## src/design/pigeonhole_sorter_assert.svh

```systemverilog
// ----------------------------------------------------------------------------
// Pigeonhole sorter assertion macros
// Shorthand for the concurrent checks at the end of the top level.
// ----------------------------------------------------------------------------
`ifndef PIGEONHOLE_SORTER_ASSERT_SVH
`define PIGEONHOLE_SORTER_ASSERT_SVH

// Consequent must hold in the same cycle as the antecedent.
`define PHS_ASSERT_SAME(lbl, ante, cons, msg) \
	lbl: assert property (@(posedge clk) disable iff (!arst_n) (ante) |-> (cons)) \
		else $error(msg);

// Consequent must hold in the cycle after the antecedent.
`define PHS_ASSERT_NEXT(lbl, ante, cons, msg) \
	lbl: assert property (@(posedge clk) disable iff (!arst_n) (ante) |=> (cons)) \
		else $error(msg);

`endif

```

## src/design/phs_pkg.sv

```systemverilog
// ----------------------------------------------------------------------------
// Pigeonhole sorter package
// Shared constants, register indexes and controller/datapath interface types.
// ----------------------------------------------------------------------------
package phs_pkg;

	localparam int PHS_HOLES     = 256;
	localparam int PHS_MAX_ITEMS = 64;
	localparam int VAL_W         = 16;
	localparam int CNT_W         = 7;
	localparam int IDX_W         = 1;

	localparam logic [IDX_W-1:0] REG_MIN_VALUE = 1'b0;
	localparam logic [IDX_W-1:0] REG_MAX_VALUE = 1'b1;

	typedef enum logic [2:0] {
		ST_CLEAR,
		ST_IDLE,
		ST_INC,
		ST_WALK_RD,
		ST_WALK_CHK,
		ST_EMIT,
		ST_EMPTY
	} phs_state_t;

	typedef struct packed {
		logic idle;
		logic accept;
		logic inc;
		logic walk_start;
		logic walk_rd;
		logic walk_chk;
		logic clear_step;
		logic hole_next;
		logic emit;
		logic empty;
		logic finish;
	} phs_cmd_t;

	typedef struct packed {
		logic clear_done;
		logic item_last;
		logic none_kept;
		logic zero_count;
		logic hole_end;
		logic run_done;
		logic out_free;
	} phs_status_t;

endpackage

```

## src/design/phs_ram.sv

```systemverilog
// ----------------------------------------------------------------------------
// Generic RAM
// One write port and one read port with registered read data.
// ----------------------------------------------------------------------------
module phs_ram #(
	parameter int WIDTH = 8,
	parameter int DEPTH = 256
) (
	input  logic                     clk,
	input  logic                     we,
	input  logic [$clog2(DEPTH)-1:0] waddr,
	input  logic [WIDTH-1:0]         wdata,
	input  logic [$clog2(DEPTH)-1:0] raddr,
	output logic [WIDTH-1:0]         rdata
);

	logic [WIDTH-1:0] mem [DEPTH];

	always_ff @(posedge clk) begin
		if (we) begin
			mem[waddr] <= wdata;
		end
		rdata <= mem[raddr];
	end

endmodule

```

## src/design/phs_ctrl.sv

```systemverilog
// ----------------------------------------------------------------------------
// Pigeonhole sorter controller
// Sequences the clearing pass, count updates and the ascending hole walk.
// ----------------------------------------------------------------------------
module phs_ctrl (
	input  logic                clk,
	input  logic                arst_n,
	input  logic                in_valid,
	input  phs_pkg::phs_status_t status,
	output phs_pkg::phs_cmd_t    cmd
);

	import phs_pkg::*;

	phs_state_t state_q;
	phs_state_t state_nxt;

	always_ff @(posedge clk or negedge arst_n) begin
		if (!arst_n) begin
			state_q <= ST_CLEAR;
		end else begin
			state_q <= state_nxt;
		end
	end

	always_comb begin
		state_nxt = state_q;
		unique case (state_q)
			ST_CLEAR: begin
				if (status.clear_done) state_nxt = ST_IDLE;
			end
			ST_IDLE: begin
				if (in_valid) state_nxt = ST_INC;
			end
			ST_INC: begin
				priority if (!status.item_last) state_nxt = ST_IDLE;
				else if (status.none_kept)      state_nxt = ST_EMPTY;
				else                            state_nxt = ST_WALK_RD;
			end
			ST_WALK_RD: begin
				state_nxt = ST_WALK_CHK;
			end
			ST_WALK_CHK: begin
				state_nxt = status.zero_count ? ST_WALK_RD : ST_EMIT;
			end
			ST_EMIT: begin
				if (status.out_free) begin
					priority if (status.run_done) state_nxt = ST_IDLE;
					else if (status.hole_end)     state_nxt = ST_WALK_RD;
					else                          state_nxt = ST_EMIT;
				end
			end
			ST_EMPTY: begin
				if (status.out_free) state_nxt = ST_IDLE;
			end
			default: begin
				state_nxt = ST_CLEAR;
			end
		endcase
	end

	always_comb begin
		cmd = '0;
		unique case (state_q)
			ST_CLEAR: begin
				cmd.clear_step = 1'b1;
			end
			ST_IDLE: begin
				cmd.idle   = 1'b1;
				cmd.accept = in_valid;
			end
			ST_INC: begin
				cmd.inc        = 1'b1;
				cmd.walk_start = status.item_last && !status.none_kept;
			end
			ST_WALK_RD: begin
				cmd.walk_rd = 1'b1;
			end
			ST_WALK_CHK: begin
				cmd.walk_chk  = 1'b1;
				cmd.hole_next = status.zero_count;
			end
			ST_EMIT: begin
				cmd.emit      = status.out_free;
				cmd.finish    = status.out_free && status.run_done;
				cmd.hole_next = status.out_free && !status.run_done && status.hole_end;
			end
			ST_EMPTY: begin
				cmd.empty  = status.out_free;
				cmd.finish = status.out_free;
			end
			default: begin
				cmd = '0;
			end
		endcase
	end

endmodule

```

## src/design/phs_dp.sv

```systemverilog
// ----------------------------------------------------------------------------
// Pigeonhole sorter datapath
// Range check, hole count memory, walk counters and the output register.
// ----------------------------------------------------------------------------
module phs_dp #(
	parameter int HOLES     = phs_pkg::PHS_HOLES,
	parameter int MAX_ITEMS = phs_pkg::PHS_MAX_ITEMS
) (
	input  logic                                clk,
	input  logic                                arst_n,
	input  phs_pkg::phs_cmd_t                   cmd,
	output phs_pkg::phs_status_t                status,
	input  logic                                cfg_we,
	input  logic [phs_pkg::IDX_W-1:0]           cfg_index,
	input  logic [phs_pkg::VAL_W-1:0]           cfg_data,
	input  logic signed [phs_pkg::VAL_W-1:0]    value,
	input  logic                                is_last,
	output logic                                out_valid,
	input  logic                                out_stall,
	output logic signed [phs_pkg::VAL_W-1:0]    sorted_value,
	output logic                                last_of_run,
	output logic                                is_empty,
	output logic                                had_drop
);

	import phs_pkg::*;

	localparam int                AW        = $clog2(HOLES);
	localparam logic [VAL_W:0]    HOLES_LIM = (VAL_W+1)'(HOLES);
	localparam logic [AW-1:0]     HOLE_LAST = AW'(HOLES - 1);
	localparam logic [CNT_W-1:0]  ITEM_LIM  = CNT_W'(MAX_ITEMS);

	logic signed [VAL_W-1:0] min_q;
	logic signed [VAL_W-1:0] max_q;
	logic [CNT_W-1:0]        kept_q;
	logic                    drop_q;
	logic [AW-1:0]           hole_q;
	logic [AW-1:0]           idx_q;
	logic                    keep_q;
	logic                    last_q;
	logic [CNT_W-1:0]        cnt_q;
	logic [CNT_W-1:0]        sent_q;
	logic                    out_valid_q;
	logic [VAL_W-1:0]        sorted_q;
	logic                    last_out_q;
	logic                    empty_q;
	logic                    drop_out_q;

	logic [VAL_W:0]   diff;
	logic             keep;
	logic             out_free;
	logic             ram_we;
	logic [AW-1:0]    ram_waddr;
	logic [CNT_W-1:0] ram_wdata;
	logic [AW-1:0]    ram_raddr;
	logic [CNT_W-1:0] ram_rdata;

	// Hole index of the incoming value; nonnegative whenever the value is in range.
	assign diff = {value[VAL_W-1], value} - {min_q[VAL_W-1], min_q};
	assign keep = (value >= min_q) && (value <= max_q) && (diff < HOLES_LIM)
		&& (kept_q < ITEM_LIM);

	assign out_free = !out_valid_q || !out_stall;

	assign ram_raddr = cmd.walk_rd ? hole_q : diff[AW-1:0];
	assign ram_we    = cmd.clear_step || cmd.walk_chk || (cmd.inc && keep_q);
	assign ram_waddr = cmd.inc ? idx_q : hole_q;
	assign ram_wdata = cmd.inc ? CNT_W'(ram_rdata + 1'b1) : '0;

	phs_ram #(
		.WIDTH (CNT_W),
		.DEPTH (HOLES)
	) u_counts (
		.clk   (clk),
		.we    (ram_we),
		.waddr (ram_waddr),
		.wdata (ram_wdata),
		.raddr (ram_raddr),
		.rdata (ram_rdata)
	);

	always_ff @(posedge clk or negedge arst_n) begin
		if (!arst_n) begin
			min_q       <= '0;
			max_q       <= VAL_W'(255);
			kept_q      <= '0;
			drop_q      <= 1'b0;
			hole_q      <= '0;
			out_valid_q <= 1'b0;
		end else begin
			if (cfg_we) begin
				unique case (cfg_index)
					REG_MIN_VALUE: min_q <= cfg_data;
					REG_MAX_VALUE: max_q <= cfg_data;
					default:       ;
				endcase
			end

			if (cmd.finish) begin
				kept_q <= '0;
				drop_q <= 1'b0;
			end else if (cmd.accept) begin
				if (keep) kept_q <= CNT_W'(kept_q + 1'b1);
				else      drop_q <= 1'b1;
			end

			if (cmd.walk_start) begin
				hole_q <= '0;
			end else if (cmd.clear_step || cmd.hole_next) begin
				hole_q <= AW'(hole_q + 1'b1);
			end

			if (cmd.emit || cmd.empty) begin
				out_valid_q <= 1'b1;
			end else if (!out_stall) begin
				out_valid_q <= 1'b0;
			end
		end
	end

	always_ff @(posedge clk) begin
		if (cmd.accept) begin
			idx_q  <= diff[AW-1:0];
			keep_q <= keep;
			last_q <= is_last;
		end
		if (cmd.walk_start) begin
			sent_q <= '0;
		end else if (cmd.emit) begin
			sent_q <= CNT_W'(sent_q + 1'b1);
		end
		if (cmd.walk_chk) begin
			cnt_q <= ram_rdata;
		end else if (cmd.emit) begin
			cnt_q <= CNT_W'(cnt_q - 1'b1);
		end
		if (cmd.emit) begin
			sorted_q   <= VAL_W'(min_q + VAL_W'(hole_q));
			last_out_q <= status.run_done;
			empty_q    <= 1'b0;
			drop_out_q <= drop_q;
		end else if (cmd.empty) begin
			sorted_q   <= '0;
			last_out_q <= 1'b1;
			empty_q    <= 1'b1;
			drop_out_q <= drop_q;
		end
	end

	assign status.clear_done = (hole_q == HOLE_LAST);
	assign status.item_last  = last_q;
	assign status.none_kept  = (kept_q == '0);
	assign status.zero_count = (ram_rdata == '0);
	assign status.hole_end   = (cnt_q == CNT_W'(1));
	assign status.run_done   = (CNT_W'(sent_q + 1'b1) == kept_q);
	assign status.out_free   = out_free;

	assign out_valid    = out_valid_q;
	assign sorted_value = sorted_q;
	assign last_of_run  = last_out_q;
	assign is_empty     = empty_q;
	assign had_drop     = drop_out_q;

endmodule

```

## src/design/pigeonhole_sorter.sv

```systemverilog
// ----------------------------------------------------------------------------
// Pigeonhole sorter
// Counting sort of one set of signed 16-bit values per run.
// ----------------------------------------------------------------------------
// Values arrive on the input channel (in_valid/in_stall, value, is_last), one
// per transfer. A value inside [min_value, max_value] whose hole index fits the
// count memory, while fewer than MAX_ITEMS values are kept, bumps its hole
// count; any other value is dropped and flagged through had_drop.
// The count memory is read on the accept cycle and written back in the cycle
// after, while in_stall is high, so no transfer can follow straight on another.
// After the transfer with is_last, the controller walks the holes upward from
// hole zero: per hole a memory read (WALK_RD), then a check and clear
// (WALK_CHK), then one result per count (EMIT), stopping at the highest kept
// hole. Each hole is zeroed as it is read, so the memory is clean for the next
// set. An empty set gives a single result with is_empty set from the EMPTY state.
// Results leave through an output register (out_valid/out_stall); while the
// receiver stalls, the walk waits and the held result stays unchanged.
// After reset a clearing pass writes zero to every hole, one per cycle, and
// in_stall is high until it ends. The user must write the configuration port
// (cfg_we, cfg_index, cfg_data) only between runs; the block does not enforce it.
// ----------------------------------------------------------------------------
`include "pigeonhole_sorter_assert.svh"

module pigeonhole_sorter #(
	parameter int HOLES     = phs_pkg::PHS_HOLES,
	parameter int MAX_ITEMS = phs_pkg::PHS_MAX_ITEMS
) (
	input  logic                             clk,
	input  logic                             arst_n,
	input  logic                             cfg_we,
	input  logic [phs_pkg::IDX_W-1:0]        cfg_index,
	input  logic [phs_pkg::VAL_W-1:0]        cfg_data,
	input  logic                             in_valid,
	output logic                             in_stall,
	input  logic signed [phs_pkg::VAL_W-1:0] value,
	input  logic                             is_last,
	output logic                             out_valid,
	input  logic                             out_stall,
	output logic signed [phs_pkg::VAL_W-1:0] sorted_value,
	output logic                             last_of_run,
	output logic                             is_empty,
	output logic                             had_drop
);

	import phs_pkg::*;

	phs_cmd_t    cmd;
	phs_status_t status;

	// All result fields side by side, for the hold check below.
	logic [VAL_W+2:0] out_word;

	// The controller only takes a transfer while idle; everything else stalls.
	assign in_stall = !cmd.idle;

	assign out_word = {sorted_value, last_of_run, is_empty, had_drop};

	phs_ctrl u_ctrl (
		.clk      (clk),
		.arst_n   (arst_n),
		.in_valid (in_valid),
		.status   (status),
		.cmd      (cmd)
	);

	phs_dp #(
		.HOLES     (HOLES),
		.MAX_ITEMS (MAX_ITEMS)
	) u_dp (
		.clk          (clk),
		.arst_n       (arst_n),
		.cmd          (cmd),
		.status       (status),
		.cfg_we       (cfg_we),
		.cfg_index    (cfg_index),
		.cfg_data     (cfg_data),
		.value        (value),
		.is_last      (is_last),
		.out_valid    (out_valid),
		.out_stall    (out_stall),
		.sorted_value (sorted_value),
		.last_of_run  (last_of_run),
		.is_empty     (is_empty),
		.had_drop     (had_drop)
	);

	// A last element always starts a run, so the input must be busy right after it.
	`PHS_ASSERT_NEXT(a_last_blocks_input, in_valid && !in_stall && is_last, in_stall, "input open after last")

	// A stalled result stays valid and none of its fields change.
	`PHS_ASSERT_NEXT(a_out_hold, out_valid && out_stall, out_valid && $stable(out_word), "held result changed")

	// No result may be loaded while an input transfer is being taken.
	`PHS_ASSERT_SAME(a_no_overlap, cmd.emit || cmd.empty, in_stall, "emission while input open")

endmodule

```

## config.mk

```make
export PLATFORM = sky130hd
export DESIGN_NAME = pigeonhole_sorter
export DESIGN_NICKNAME = d
export VERILOG_FILES = /design/src/design/phs_pkg.sv /design/src/design/phs_ram.sv /design/src/design/phs_ctrl.sv /design/src/design/phs_dp.sv /design/src/design/pigeonhole_sorter.sv
export VERILOG_INCLUDE_DIRS = /design/src /design/src/design
export SDC_FILE = /design/constraint.sdc
export NUM_CORES = 2
export LEC_CHECK = 0
export BUFFER_PORTS_ARGS = -buffer_cell sky130_fd_sc_hd__buf_2
export CORE_ASPECT_RATIO = 1.1
export CORE_MARGIN = 5
export CORE_UTILIZATION = 55
export DETAILED_ROUTE_END_ITERATION = 8
export GPL_TIMING_DRIVEN = 0
export PLACE_DENSITY = 0.8
export RECOVER_POWER = 50
export REMOVE_ABC_BUFFERS = 1
export SETUP_SLACK_MARGIN = 0.1
export SLEW_MARGIN = 20
export SYNTH_ARGS = -nofsm -noshare
export SYNTH_HDL_FRONTEND = slang
export SYNTH_HIERARCHICAL = 1
export SYNTH_SLANG_ARGS = --single-unit
```

## constraint.sdc

```tcl
create_clock -name clk -period 9.3 [get_ports clk]
set_input_delay 0 -clock clk [delete_from_list [all_inputs] [get_ports clk]]
set_output_delay 0 -clock clk [all_outputs]
set_load 0.02 [all_outputs]
```

# Yosys cells after proc, flatten, opt, wreduce, memory -nomap -nowiden
# Memories as Yosys holds them, arrays and structs flattened. A register that Yosys moved wholly into a read port is not among the register bits.
# Index checks and enable logic that the tools add are counted.
# word_totals
reg_bits,95
ramBits,1792
inputBits,39
wordCells,117
n_memories,1
# classes
add_sub_neg,7
magnitude_cmp,4
n_eq_ne,15
mux,42
bitwise,1
n_reduce_logical,31
# mem_list
memory,depth,width,read_ports,rd_ports_with_merged_regs,write_ports,line_no,text
u_dp.u_counts.mem,256,7,1,1,1,phs_ram.sv:17,logic [WIDTH-1:0] mem [DEPTH];
# op_table
op,count
$mux W7,6
$mux W16,2
$mux W8,4
$mux W3,9
$add A7 B1 Y7 const B,3
$pmux W3 S7,1
$lt A17 B9 Y1 const B,1
$sub A16 B16 Y17,1
$add A16 B8 Y16,1
$ge A16 B16 Y1,1
$le A16 B16 Y1,1
$mux W1,16
$logic_not A7 Y1,2
$reduce_bool A2 Y1,5
$eq A3 B3 Y1 const B,3
$add A8 B1 Y8 const B,1
$eq A8 B8 Y1 const B,1
$logic_and A1 B1 Y1,8
$reduce_and A2 Y1,4
$eq A7 B1 Y1 const B,1
$eq A7 B7 Y1,1
$lt A7 B7 Y1 const B,1
$sub A7 B1 Y7 const B,1
$eq A3 B2 Y1 const B,2
other kinds (10),24

# Depth between registers and ports, before layout
# logic_depth
ltp_word,9
ltp_mapped,17
depth_no_buf,14

# By module
# Netlist, hierarchy kept.
# modules_own_cells
mod,instances,cells_each,area_per_inst_um2,seq_area_each_um2
phs_ram,1,3381,70197.3,53951.7
phs_dp,1,644,6095.8,2447.3
phs_ctrl,1,48,362.8,75.1
pigeonhole_sorter,1,1,3.8,0.0

# Worst setup path before layout
# Ideal clock, no wire load.
# synth_path
path_kind,register to register
startpoint,register u_ctrl.state_q[2]
endpoint,"memory u_dp/u_counts/mem[0][0] (netlist bit), data pin"
setup_ps,1460
t_arrival_ps,7472
t_required_ps,7840
slack_ps,368
stages_incl_launch_ff,6
synth_period_minus_slack_ps,8932
path_cell_list,dfrtp_1 nand2b_1 nor2_1 clkbuf_1 clkbuf_1 nor2b_1
# synth_rtl
item,line_no,text
from (decl),phs_ctrl.sv:15,phs_state_t state_q;
from (signal assigned),phs_ctrl.sv:22,state_q <= state_nxt;
to (decl),phs_ram.sv:17,

==> impl_metrics.env <==
export IMPL_status="finished, violations left"
export IMPL_violations="capacitance limit, slew limit"
export IMPL_cts_sinks=1894
export IMPL_drive_gt1_frac=0.197
export IMPL_htreeDepth=4
export IMPL_clk_latency_ps=810
export IMPL_cts_tree="built"
export IMPL_design_area_um2=86800
export IMPL_yosys_cell_types_count=89
export IMPL_initial_core_util=0.554
export IMPL_utilization=0.628
export IMPL_rsz0062_at_grt="false"
export IMPL_critPathArrivalTime_ps=7620
export IMPL_setup_viol=0
export IMPL_hold_path_class="input port to flip-flop"
export IMPL_required_ps=9450
export IMPL_grt_pass1_wl_mm=284
export IMPL_hold_start="value[12]"
export IMPL_ys_ff_latch=1894
export IMPL_end_kind="flip-flop"
export IMPL_io_pins=60
export IMPL_powerDensity_nw_per_um2=248
export IMPL_cts_hold_buffers=65
export IMPL_grt_max_degree=77
export IMPL_rows=143
export IMPL_gp_congestion=0.879
export IMPL_antenna_left=0
export IMPL_syn_area_um2=76700
export IMPL_dp_slack_ps=2730
export IMPL_vias_per_cell=6.70
export IMPL_fmax_ghz=0.134
export IMPL_cts_resized=0
export IMPL_die_x_um=366
export IMPL_drv_slew=1404
export IMPL_startpoint="u_ctrl/state_q[2]"
export IMPL_synth_top_flop_cell="edfxtp_1"
export IMPL_skew_ps=29.6
export IMPL_avgRoutedWirePerCell_um=30.9
export IMPL_ys_async_sr_fraction=0.0275
export IMPL_synthesis_instances=4074
export IMPL_wl_mm=193
export IMPL_drt_initial_drc_count=5696
export IMPL_drtPass1Iterations=9
export IMPL_nets=4367
export IMPL_avgSynthCellArea_um2=18.8
export IMPL_die_h_um=402
export IMPL_grt_overflow=0
export IMPL_worst_pin_slew_ps=3520
export IMPL_leakagePower_nw=26.7
export IMPL_io_buffer_count=59
export IMPL_yosysSeqAreaShare=0.737
export IMPL_core_area_um2=138000
export IMPL_fin_crit_sh=0.803
export IMPL_cp_start_kind="flip-flop"
export IMPL_die_area_um2=147000
export IMPL_clockRootBuffer="clkbuf_16"
export IMPL_finalPower_mw=21.5
export IMPL_clockBufferDepth=3
export IMPL_crit_type="flip-flop to flip-flop"
export IMPL_synth_edff_count=1827
export IMPL_path_max_fanout=64
export IMPL_antenna_found_initial=1
export IMPL_hold_viol_final=0
export IMPL_cts_buffers=176
export IMPL_route_detailed_drc=0
export IMPL_dpl_cell_area_um2=81100
export IMPL_nFillCells=8680
export IMPL_cts_setup_buffers=0
export IMPL_r2r_start="u_ctrl/state_q[2]"
export IMPL_areaGrowthSynthToFinish_pct=13.3
export IMPL_num_vias=41800
export IMPL_yosysWarnings=6
export IMPL_setup_ws_ps=1830
export IMPL_min_period_ps=7470
export IMPL_grtUsageTotal=0.260
export IMPL_drv_cap=32
export IMPL_clkTransAtPathRegs_ps=60
export IMPL_vdd_drop_max_mv=0.152
export IMPL_grt_pass1_vias=43000
export IMPL_hpwlAfterDp_mm=119
export IMPL_slew_headroom=-1.34
## layer usage
| metal | GRT usage | up-vias | part of all wire |
|---|---|---|---|
| li1 | - | 16900 | - |
| met1 | 0.313 | 21300 | 0.33 |
| met2 | 0.432 | 2913 | 0.49 |
| met3 | 0.0639 | 703 | 0.11 |
| met4 | 0.152 | 0 | 0.070 |
| met5 | 0 | - | 0 |
## power by group
| part | leakage, nW | internal [mW] | switching [mW] |
|---|---|---|---|
| clock network | 2.85 | 4.10 | 3.17 |
| logic | 7.66 | 1.78 | 2.86 |
| registers | 16.2 | 9.47 | 0.132 |
## sequential cells by signal (all words and copies together) (netlist names), 3 cells and up
name and cells:
u_dp/max_q 16, u_dp/hole_q 8, u_dp/u_counts/mem 1792, u_dp/min_q 16
u_ctrl/state_q 3, u_dp/sorted_value 16, u_dp/idx_q 8, u_dp/kept_q 7
u_dp/u_counts/rdata 7, u_dp/sent_q 7, u_dp/cnt_q 7
## cells in the final DEF, fill, tap and decap left out, types with 64 or more instances in the layout
master         Yosys  routed
mux4_2           380     380
buf_16             0      73
nor2_1           332     329
o22ai_1           67      67
clkbuf_16          0     176
edfxtp_1        1827    1827
dlygate4sd3_1      0      64
clkbuf_1         107      79
nand2_1          134     132
a21oi_1           94      95
mux2i_1          160     159
## cells in the mapped netlist, types with 11 or more instances
master,n,area [µm²]
o21ai_0,61,305
o2111ai_1,17,149
buf_6,25,282
xnor2_1,28,245
buf_8,11,165
a221oi_1,20,175
nor3b_1,11,82.6
nand2b_1,22,138
nand4_1,21,131
a21oi_1,94,470
clkbuf_1,107,402
mux2_2,31,349
mux4_2,380,8560
edfxtp_1,1827,54900
buf_4,23,173
inv_1,60,225
a22o_1,15,131
nand2_1,134,503
dfrtp_1,44,1100
buf_2,50,250
o22ai_1,67,419
mux2i_1,160,1600
dfxtp_1,15,300
nor2_1,332,1250
or3_1,11,68.8
nor4_1,42,263
a22oi_1,62,465
nor3_1,49,245
buf_12,11,220
nand3_1,55,275
xor2_1,19,166
nor2b_1,29,181
ha_1,48,601
and2_1,22,138
## cell families (layout without fill, tap and decap cells)
logic type | Yosys count | in the layout | synth area share
compound gates | 436 | 436 | 0.0391
xor+xnor | 47 | 47 | 0.00537
fa+ha+maj | 50 | 50 | 0.00836
buf+inv | 294 | 644 | 0.0228
flops | 1894 | 1894 | 0.737
mux | 581 | 581 | 0.141
other cells | 0 | 1 | 0
simple gates | 772 | 772 | 0.0473
## layout make-up
type | count | area, µm² | share of cell area
Antenna cell | 1 | 2.50 | 0.0000288
Clock inverter | 121 | 1280 | 0.0147
Timing Repair Buffer | 259 | 3420 | 0.0394
Inverter | 61 | 229 | 0.00264
Multi-Input combinational cell | 1886 | 18600 | 0.214
Clock buffer | 203 | 4570 | 0.0526
Tap cell | 1812 | 2270 | 0.0261
Sequential cell | 1894 | 56500 | 0.650
## worst paths after layout
kind	slack [ps]	cells after the start	to
setup / recovery	1830	4	u_dp/u_counts/mem[40][4]
hold / removal	80	6	u_dp/kept_q[1]
setup reg to reg	1830	4	u_dp/u_counts/mem[40][4]
hold reg to reg	450	0	u_dp/had_drop
max in group asynchronous	6110	4	u_dp/min_q[2]
min in group asynchronous	650	3	u_dp/max_q[7]
## per-stage QoR
step	TNS (ps)	hold slack (ps)	instances
after global placement	-5821070	204	5712
final	0	84.0	6237
after detailed placement	0	102	5846
after floorplan	-290970	-296	3841
after CTS	0	12.2	6235
after global routing	0	115	6236
## critical path, stage by stage, from the launching register on
cell,delay [ps]
dfrtp_1,520
nand2b_1,280
nor2_1,1020
and2_0,2630
clkbuf_1,2250
No activity file was read; power rests on OpenSTA's default activity.
